--- src/design/assert_macros.svh ---
// Assertion macros used by the snapshot interpolation engine top.
// Needs clk_i and rst_ni in the scope of use.
`ifndef ASSERT_MACROS_SVH
`define ASSERT_MACROS_SVH
// Checked on every rising edge outside reset.
`define SIE_ASSERT(lbl, prop) \
  lbl: assert property (@(posedge clk_i) disable iff (!rst_ni) (prop)) \
    else $error("sie assertion failed");
// Implication checked across the next edge.
`define SIE_ASSERT_NEXT(lbl, pre, post) \
  lbl: assert property (@(posedge clk_i) disable iff (!rst_ni) (pre) |=> (post)) \
    else $error("sie assertion failed");
`endif

--- src/design/sie_pkg.sv ---
// Types and constants for the snapshot interpolation engine.
// No dependencies.
`default_nettype none
package sie_pkg;
  localparam int DEF_ENTITIES      = 16;
  localparam int DEF_HISTORY_DEPTH = 4;
  localparam int ENT_W   = 6;
  localparam int TIME_W  = 31;
  localparam int POS_W   = 32;
  localparam int ANG_W   = 16;
  localparam int PAR_W   = 16;
  localparam int IN_TDATA_W  = 168;
  localparam int OUT_TDATA_W = 104;

  typedef struct packed {
    logic [TIME_W-1:0]       ts;
    logic signed [POS_W-1:0] x;
    logic signed [POS_W-1:0] y;
    logic signed [ANG_W-1:0] angle;
    logic [PAR_W-1:0]        parent;
  } snap_t;

  typedef struct packed {
    logic              is_tick;
    logic [ENT_W-1:0]  entity;
    snap_t             snap;
    logic [TIME_W-1:0] now;
  } cmd_t;

  typedef struct packed {
    logic [ENT_W-1:0]        entity;
    logic                    ok;
    logic signed [POS_W-1:0] x;
    logic signed [POS_W-1:0] y;
    logic signed [ANG_W-1:0] angle;
    logic [PAR_W-1:0]        parent;
    logic                    last;
  } res_t;

  typedef enum logic [2:0] {
    S_IDLE, S_SRD, S_SWR, S_TRD, S_TSRCH, S_TDIV, S_TMUL, S_TOUT
  } back_state_e;
endpackage
`default_nettype wire

--- src/design/sie_front.sv ---
// Front end: takes input words, drops out-of-range stores, queues commands.
// Depends on sie_pkg.
`default_nettype none
module sie_front #(
  parameter int ENTITIES = sie_pkg::DEF_ENTITIES
) (
  input  wire logic                         clk_i,
  input  wire logic                         rst_ni,
  input  wire logic                         s_tvalid_i,
  output logic                              s_tready_o,
  input  wire logic [sie_pkg::IN_TDATA_W-1:0] s_tdata_i,
  input  wire logic                         s_tuser_i,
  output logic                              cmd_valid_o,
  output sie_pkg::cmd_t                     cmd_o,
  input  wire logic                         cmd_pop_i
);
  import sie_pkg::*;

  cmd_t       fifo_q [2];
  logic       wptr_q, rptr_q;
  logic [1:0] cnt_q;
  cmd_t       in_cmd;
  logic       push, pop;

  always_comb begin
    in_cmd.is_tick     = s_tuser_i;
    in_cmd.entity      = s_tdata_i[5:0];
    in_cmd.snap.ts     = s_tdata_i[36:6];
    in_cmd.snap.x      = s_tdata_i[68:37];
    in_cmd.snap.y      = s_tdata_i[100:69];
    in_cmd.snap.angle  = s_tdata_i[116:101];
    in_cmd.snap.parent = s_tdata_i[132:117];
    in_cmd.now         = s_tdata_i[163:133];
  end

  assign s_tready_o  = (cnt_q != 2'd2);
  assign cmd_valid_o = (cnt_q != 2'd0);
  assign cmd_o       = fifo_q[rptr_q];
  // stores for entities beyond the table never reach the back end
  assign push = s_tvalid_i && s_tready_o &&
                (s_tuser_i || ({1'b0, in_cmd.entity} < 7'(ENTITIES)));
  assign pop  = cmd_pop_i && cmd_valid_o;

  always_ff @(posedge clk_i) begin
    if (push) fifo_q[wptr_q] <= in_cmd;
  end

  always_ff @(posedge clk_i or negedge rst_ni) begin
    if (!rst_ni) begin
      wptr_q <= 1'b0;
      rptr_q <= 1'b0;
      cnt_q  <= 2'd0;
    end else begin
      if (push) wptr_q <= ~wptr_q;
      if (pop) rptr_q <= ~rptr_q;
      cnt_q <= cnt_q + 2'(push) - 2'(pop);
    end
  end
endmodule
`default_nettype wire

--- config.mk ---
export PLATFORM = sky130hd
export DESIGN_NAME = sie_front
export DESIGN_NICKNAME = d
export VERILOG_FILES = /design/src/design/assert_macros.svh /design/src/design/sie_pkg.sv /design/src/design/sie_front.sv
export SDC_FILE = /design/constraint.sdc
export NUM_CORES = 1
export LEC_CHECK = 0
export ABC_AREA = 1
export BUFFER_PORTS_ARGS = -buffer_cell sky130_fd_sc_hd__buf_2
export CORE_MARGIN = 2
export CORE_UTILIZATION = 39
export CTS_CLUSTER_SIZE = 30
export DETAILED_ROUTE_END_ITERATION = 12
export HOLD_SLACK_MARGIN = 0.06
export PLACE_DENSITY = 0.66
export SYNTH_ARGS = -nofsm -noshare
export SYNTH_HDL_FRONTEND = slang
export SYNTH_SLANG_ARGS = --single-unit
--- constraint.sdc ---
create_clock -name clk_i -period 18.6 [get_ports clk_i]
set_input_delay 1.86 -clock clk_i [delete_from_list [all_inputs] [get_ports clk_i]]
set_output_delay 1.86 -clock clk_i [all_outputs]
set_load 0.1 [all_outputs]
Word-level counts from Yosys, hierarchy flattened
Memories as Yosys holds them, arrays and structs flattened.
Index checks and enable logic that the tools add are counted.
W data, S select, Z words.

storage, ports and cells
  memories kept = 1
  register bits = 4
  memory bits (writable) = 330
  bits in read-only memories = 0
  bits of input ports = 173
  word-level logic and storage cells = 17
  bits in latches = 0
  output and inout bits = 167

memory list
  memory  words  bits a word  read ports  clocked after Yosys merged registers in  write ports  line             source
  fifo_q  2      165          1           0                                        1            sie_front.sv:19  cmd_t fifo_q [2];

cells by class
  shift operators = 0
  add/sub/neg operators = 2
  $lt $le $gt $ge = 1
  $mul = 0
  div/mod/pow operators = 0
  bitwise operators = 2
  muxes and demuxes = 2
  reductions and logical operators = 5
  eq/ne operators = 1

operator list
  kind                  count
  $lt A6 B5 Y1 const B  1
  $logic_and A1 B1 Y1   3
  $add A2 B1 Y2         1
  $mux W1               2
  $ne A2 B2 Y1 const B  1
  $not A1 Y1            2
  $reduce_bool A2 Y1    1
  $sub A2 B1 Y2         1
  $logic_or A1 B1 Y1    1

Longest topological paths before layout
Gate-level depths: netlist of run 1.

  depth after elaboration = 5
  mapped depth = 10
  gate-level depth less buffers = 10

Worst setup path before layout of run 1
No wires, ideal clock.

  path kind = input to register
  start point = input s_tvalid_i
  end point = memory fifo_q[1][0] (netlist name) (enable)
  stages on the path = 4
  arrival = 8.979 ns
  data required time = 17.908 ns
  setup slack = 8.929 ns
  library setup time = 0.692 ns
  path buffers = 0
  cell sequence = inv_1 -> a21oi_1 -> nand2_1 -> nor2_1

on the way
  cells in the longest elaborated chain, start to end = 4

ends and longest elaborated chain
  item                               line             source
  from (decl)                        sie_front.sv:9   input wire logic s_tvalid_i,
  $logic_and A1 B1 Y1 (2 in series)  sie_front.sv:40  assign push = s_tvalid_i && s_tready_o &&
  $mux W1                            sie_front.sv:45  if (push) fifo_q[wptr_q] <= in_cmd;
  $mux W1 (not written as such)      sie_front.sv:45
  to (decl)                          sie_front.sv:19

No other way between the ends.

==> impl_metrics.env, run 1 <==
export IMPL_status="completed"
export IMPL_critical_path_arrival_ns=3.41
export IMPL_wl_per_cell_um=16.49
export IMPL_portion_of_the_clock_cycle_consumed_by_the_worst_path_in_the_final_layout_pct=28.35
export IMPL_design_area_final_mm2=0.01539
export IMPL_grt_overflow_total=0
export IMPL_grt_usage_pct=16.35
export IMPL_start_util_pct=39.71
export IMPL_worst_path_buffer_plus_inverter_count=3
export IMPL_skew_ns=0.01149
export IMPL_via_count=7617
export IMPL_mappedNetlistNets=1067
export IMPL_syn_avg_cell_area_um2=13.65
export IMPL_fin_tns_setup_ns=0
export IMPL_finalCriticalPeriod_ns=5.274
export IMPL_routed_wirelength_um=27390
export IMPL_grt_max_degree=103
export IMPL_number_of_warnings_printed_during_yosys_synthesis=0
export IMPL_timing_critical_path_slowest_stage_cell="buf_4"
export IMPL_gp_congestion=0.7236
export IMPL_synth_top_area_share_pct=81.36
export IMPL_post_route_cells_drive_above_1_share_pct=31.62
export IMPL_setup_worst_path_end_class="primary output"
export IMPL_clock_sinks=334
export IMPL_vias_in_the_first_global_route=7764
export IMPL_worst_slew_pin_slew_ns=1.032
export IMPL_worst_setup_path_start_kind="flip-flop"
export IMPL_synth_area_leader_cell="edfxtp_1"
export IMPL_worstSkewPairLatency_ns=0.50
export IMPL_post_synth_num_cell_types=14
export IMPL_slew_headroom_pct=31.19
export IMPL_synth_top_cells_by_area="edfxtp_1 81%, nand2_1 16%, buf_2 1.4%"
export IMPL_postSynthRegisterBits=334
export IMPL_critical_path_cell_list="inv_6 -> buf_4 -> nand2_1 -> nand2_1 -> buf_2"
export IMPL_worst_path_dominant_cell_family="buffers and inverters"
export IMPL_setup_violations=0
export IMPL_synth_most_common_cell="nand2_1"
export IMPL_grt_antenna_before_repair=7
export IMPL_floorplan_die_area_mm2=0.03266
export IMPL_required_ns=16.74
export IMPL_firstDrtPassIters=5
export IMPL_synthMuxAreaShare_pct=0
export IMPL_mappedNetlistArea_mm2=0.01218
export IMPL_numCtsBuffers=36
export IMPL_place_area_mm2=0.01425
export IMPL_timing_worst_setup_path_type="reg -> out"
export IMPL_core_mm2=0.03067
export IMPL_die_h_um=180.7
export IMPL_postSynthCellCount=892
export IMPL_detail_route_drc_violations=0
export IMPL_cts_hold_buf=0
export IMPL_fmaxAchievable_mhz=189.6
export IMPL_htree_num_levels=2
export IMPL_finalNetCount=1411
export IMPL_synth_edf_count=330
export IMPL_synth_top_family_by_area="simple AND/OR/NAND/NOR gates"
export IMPL_synth_fa_ha_area_share_pct=0.2055
export IMPL_layout_cells_non_filler=1661
export IMPL_maxSlewViolCount=0
export IMPL_post_synth_xor_area_fraction_pct=0.1438
export IMPL_synthToLayoutAreaGrowth_pct=26.40
export IMPL_leading_register_cell_type_out_of_synthesis="edfxtp_1"
export IMPL_die_w_um=180.7
export IMPL_placement_io_buffers=335
export IMPL_tritoncts_clock_tree="yes"
export IMPL_synthArstFlopShare_pct=1.198
export IMPL_sequential_share_of_the_synthesized_area_pct=82.19
export IMPL_simple_logic_cell_fraction_of_the_synthesized_area_pct=15.61
export IMPL_io_pins=340
export IMPL_clock_tree_buffer_depth=3
export IMPL_clkTransAtPathRegs_ns=0.06
export IMPL_placed_cells=1594
export IMPL_wire_length_of_the_first_global_routing_pass_um=41870
export IMPL_row_count=64
export IMPL_cts_resized_gates=0
export IMPL_grt_setup_unrepaired="false"
export IMPL_yosys_top_cells_count="504 x nand2_1, 330 x edfxtp_1, 33 x buf_2"
export IMPL_critical_path_most_common_cell="nand2_1"
export IMPL_cts_post_setup_buffers_inserted=0
export IMPL_cp_peak_stage_delay_ns=0.81
export IMPL_drt_iter0_markers=501
export IMPL_synth_area_in_compound_gates_pct=0.1027
export IMPL_hold_viol_final=0
export IMPL_maxCapViolations=0
export IMPL_ant_nets=0
export IMPL_clockRootBuffer="clkbuf_16"
export IMPL_route_detailed_vias_per_inst=4.586
export IMPL_maximum_fanout_along_the_worst_path=86
export IMPL_dpl_wire_length_um=17300
export IMPL_hold_path_class="reg -> reg"
-- worst paths after layout --
check	cells after the start	start	endpoint	slack, ns
worst min register to register	2	wptr_q	wptr_q	0.47
max in group asynchronous	1	rst_ni	rptr_q	17.31
worst max register to register	4	cnt_q[1]	fifo_q[0][81]	15.82
worst min-delay path	2	wptr_q	wptr_q	0.47
worst max-delay path	5	rptr_q	cmd_o[70]	13.33
min in group asynchronous	1	rst_ni	cnt_q[0]	1.16
-- tightest hold or removal path: cells and delay by family (launching register included) --
family / cells / cell delay [ns]
AND/OR/NAND/NOR: 2 / 0.10
flip-flops: 1 / 0.34
-- layout by cell type, fill, tap and decap left out, types with 3 or more instances in the layout --
cell type  count
inv_6          3
buf_4          7
edfxtp_1     330
clkbuf_16     37
dfrtp_1        3
clkbuf_1       4
bufinv_16      3
inv_1          8
buf_2        335
clkinv_2       8
diode_2        3
clkinv_1       7
nand2_1      504
-- metrics by stage --
stage / setup WS (ns) / utilization [%] / hold WS, ns
5_1_grt: 13.11 / 50.18 / 0.4946
4_1_cts: 13.28 / 50.17 / 0.4741
3_5_place_dp: 13.83 / 46.46 / 0.4601
6_report: 13.33 / 50.20 / 0.4682
3_3_place_gp: 13.83 / 46.46 / 0.4552
2_1_floorplan: 8.929 / - / 0.4419
-- metal layers --
layer / part of all wire [%] / GRT usage [%] / vias up
met1: 39 / 19.66 / 3540
met2: 47 / 27.18 / 295
met4: 2.7 / 5.484 / 8
met3: 11 / 6.087 / 59
met5: 0.18 / 0 / -
li1: - / - / 3715
-- kinds of logic (layout without fill, tap and decap cells) --
group | Yosys count | after routing
XOR/XNOR | 2 | 2
buffers and inverters | 46 | 416
adder cells (fa/ha/maj) | 2 | 2
flip-flops | 334 | 334
other | 0 | 3
AND/OR/NAND/NOR | 506 | 506
AO/OA/AOI/OAI | 2 | 2
-- sequential cells by signal, indices dropped and copies added, names as in the netlist --
name	count
fifo_q	330
rptr_q	1
wptr_q	1
cnt_q	2
-- final cells by class --
class | instances | area [um2]
fill | 2658 | 15270
sequential | 334 | 10010
multi-input combinational | 512 | 1963
timing repair buffer | 342 | 1729
clock buffer | 41 | 940.9
tap | 396 | 495.5
clock inverter | 23 | 197.7
inverter | 10 | 47.55
antenna | 3 | 7.507
Power of run 1 is left out: the tool's default activity adds up to more than one toggle a clock period on the data nets, which glitch-free logic cannot reach.
==> run 2, diff against run 1 <==
==> constraint.sdc (replaced) <==
create_clock -name clk_i -period 5.2 [get_ports clk_i]
set_input_delay 0.52 -clock clk_i [delete_from_list [all_inputs] [get_ports clk_i]]
set_output_delay 0.52 -clock clk_i [all_outputs]
set_load 0.1 [all_outputs]
==> run 2 against run 1 <==
Clock-buffer cell count up 5. Utilization down 0.061 points. Clock skew is essentially flat. Wire length shrank 3.1%. Largest cell class unchanged.
==> impl_metrics.env, run 2 (synthesis results as in run 1) <==
export IMPL_status="completed"
export IMPL_layout_common_cells="504 x nand2_1, 335 x buf_2, 330 x edfxtp_1"
export IMPL_worst_slew_pin_slew_ns=1.247
export IMPL_finalCriticalPeriod_ns=3.592
export IMPL_largest_reg_flops=330
export IMPL_detail_route_drc_violations=0
export IMPL_cp_endpoint="cmd_o[51]"
export IMPL_routed_wirelength_um=26540
export IMPL_fmaxAchievable_mhz=278.4
export IMPL_critical_path_most_common_cell="nand2_1"
export IMPL_synthToLayoutAreaGrowth_pct=26.25
export IMPL_critical_path_arrival_ns=3.07
export IMPL_skew_ns=0.01176
export IMPL_row_count=64
export IMPL_cts_post_setup_buffers_inserted=0
export IMPL_worst_setup_path_start_kind="flip-flop"
export IMPL_cts_resized_gates=0
export IMPL_leading_cell_type_in_the_layout_fill_and_taps_excluded="nand2_1"
export IMPL_setup_worst_path_end_class="primary output"
export IMPL_maxSlewViolCount=0
export IMPL_tritoncts_clock_tree="yes"
export IMPL_multi_input_area_mm2=0.001963
export IMPL_capturing_point_of_the_worst_reg2reg_path="fifo_q[0][96]"
export IMPL_clock_tree_buffer_depth=3
export IMPL_start_util_pct=39.71
export IMPL_required_ns=4.68
export IMPL_die_h_um=180.7
export IMPL_wl_per_cell_um=16.00
export IMPL_core_mm2=0.03067
export IMPL_max_flop_register="fifo_q"
export IMPL_grt_overflow_total=0
export IMPL_via_count=7566
export IMPL_grt_usage_pct=15.95
export IMPL_reg_largest_list="fifo_q (330), cnt_q (2)"
export IMPL_grt_max_degree=140
export IMPL_clockRootBuffer="clkbuf_16"
export IMPL_post_route_cells_drive_above_1_share_pct=31.19
export IMPL_drt_iter0_markers=504
export IMPL_timing_critical_path_slowest_stage_cell="inv_6"
export IMPL_hold_viol_final=0
export IMPL_wire_length_of_the_first_global_routing_pass_um=41320
export IMPL_route_detailed_vias_per_inst=4.561
export IMPL_cts_hold_buf=1
export IMPL_dpl_wire_length_um=16350
export IMPL_clkTransAtPathRegs_ns=0.06
export IMPL_cp_peak_stage_delay_ns=0.72
export IMPL_clock_sinks=334
export IMPL_timing_worst_setup_path_type="reg -> out"
export IMPL_nFillCells=2673
export IMPL_vias_in_the_first_global_route=7767
export IMPL_critical_path_cell_list="inv_6 -> buf_4 -> nand2_1 -> nand2_1 -> buf_2"
export IMPL_firstDrtPassIters=4
export IMPL_numCtsBuffers=36
export IMPL_ant_nets=0
export IMPL_holdCritStartpoint="s_tdata_i[141]"
export IMPL_worstSkewPairLatency_ns=0.51
export IMPL_finalNetCount=1411
export IMPL_slew_headroom_pct=16.84
export IMPL_grt_setup_unrepaired="false"
export IMPL_fin_tns_setup_ns=0
export IMPL_hold_path_class="in -> reg"
export IMPL_grt_antenna_before_repair=6
export IMPL_register_area_mm2=0.01001
export IMPL_setup_violations=0
export IMPL_htree_num_levels=2
export IMPL_rr_worst_depth=4
export IMPL_gp_congestion=0.7240
export IMPL_maximum_fanout_along_the_worst_path=139
export IMPL_maxCapViolations=0
export IMPL_portion_of_the_clock_cycle_consumed_by_the_worst_path_in_the_final_layout_pct=69.08
export IMPL_placement_io_buffers=335
export IMPL_io_pins=340
export IMPL_reg2reg_slack_ns=2.77
export IMPL_reg2reg_from="cnt_q[1]"
export IMPL_floorplan_die_area_mm2=0.03266
export IMPL_crit_start="rptr_q"
export IMPL_die_w_um=180.7
## run 2: changes by cell type in the layout (fill, tap and decap cells not counted)
cell,before,now
clkbuf_1,4,9
buf_4,7,4
buf_12,0,2
clkinv_1,7,5
clkinv_2,8,6
bufinv_16,3,2
clkinv_4,2,1
dlygate4sd3_1,0,1
inv_6,3,2
## run 2: how the worst min path moves through the flow
| stage | end | slack (ns) | cells after the start |
|---|---|---|---|
| after floorplan | cnt_q[0] | 0.22 | 0 |
| after global routing | fifo_q[1][150] | 0.18 | 1 |
| after global placement | rptr_q | 0.33 | 1 |
| after detailed placement | rptr_q | 0.33 | 1 |
| after CTS | fifo_q[0][86] | 0.17 | 1 |
| final | fifo_q[1][8] | 0.20 | 1 |
## run 2: layout make-up
| class | count | area share, % |
|---|---|---|
| flip-flops and latches | 334 | 65.12 |
| clock buffers | 46 | 6.241 |
| diodes | 3 | 0.04882 |
| multi-input cells | 512 | 12.77 |
| clock inverters | 16 | 0.8626 |
| repair buffers | 342 | 11.42 |
| well taps | 396 | 3.222 |
| inverters | 10 | 0.3092 |
## run 2: per-stage QoR
stage               area (um2)  util (%)  hold WS (ns)  worst slack, ns  std cells
finish                   15380     50.13        0.1996            1.608       1659
floorplan                12190         -        0.2244           0.6954        892
detailed placement       14270     46.52        0.3336            1.871       1593
global placement         14270     46.52        0.3321            1.897       1593
CTS                      15370     50.11        0.1727            1.332       1656
global route             15370     50.11        0.1774            1.251       1656
## run 2: critical path, delay by kind of cell, from the launching register on
kind                   cells  cell delay (ns)
AND/OR/NAND/NOR            2             0.19
buffers and inverters      3             1.61
flip-flops                 1             0.71
## run 2: layer usage
metal	track usage [%]	vias to the layer above	wire length, um	share of wire (%)
li1	-	3707	-	-
met4	4.806	6	671	2.5
met1	19.41	3511	10790	41
met5	0	-	40	0.15
met2	26.27	289	12330	46
met3	6.269	53	2705	10
Power of run 2 is left out for the same reason.
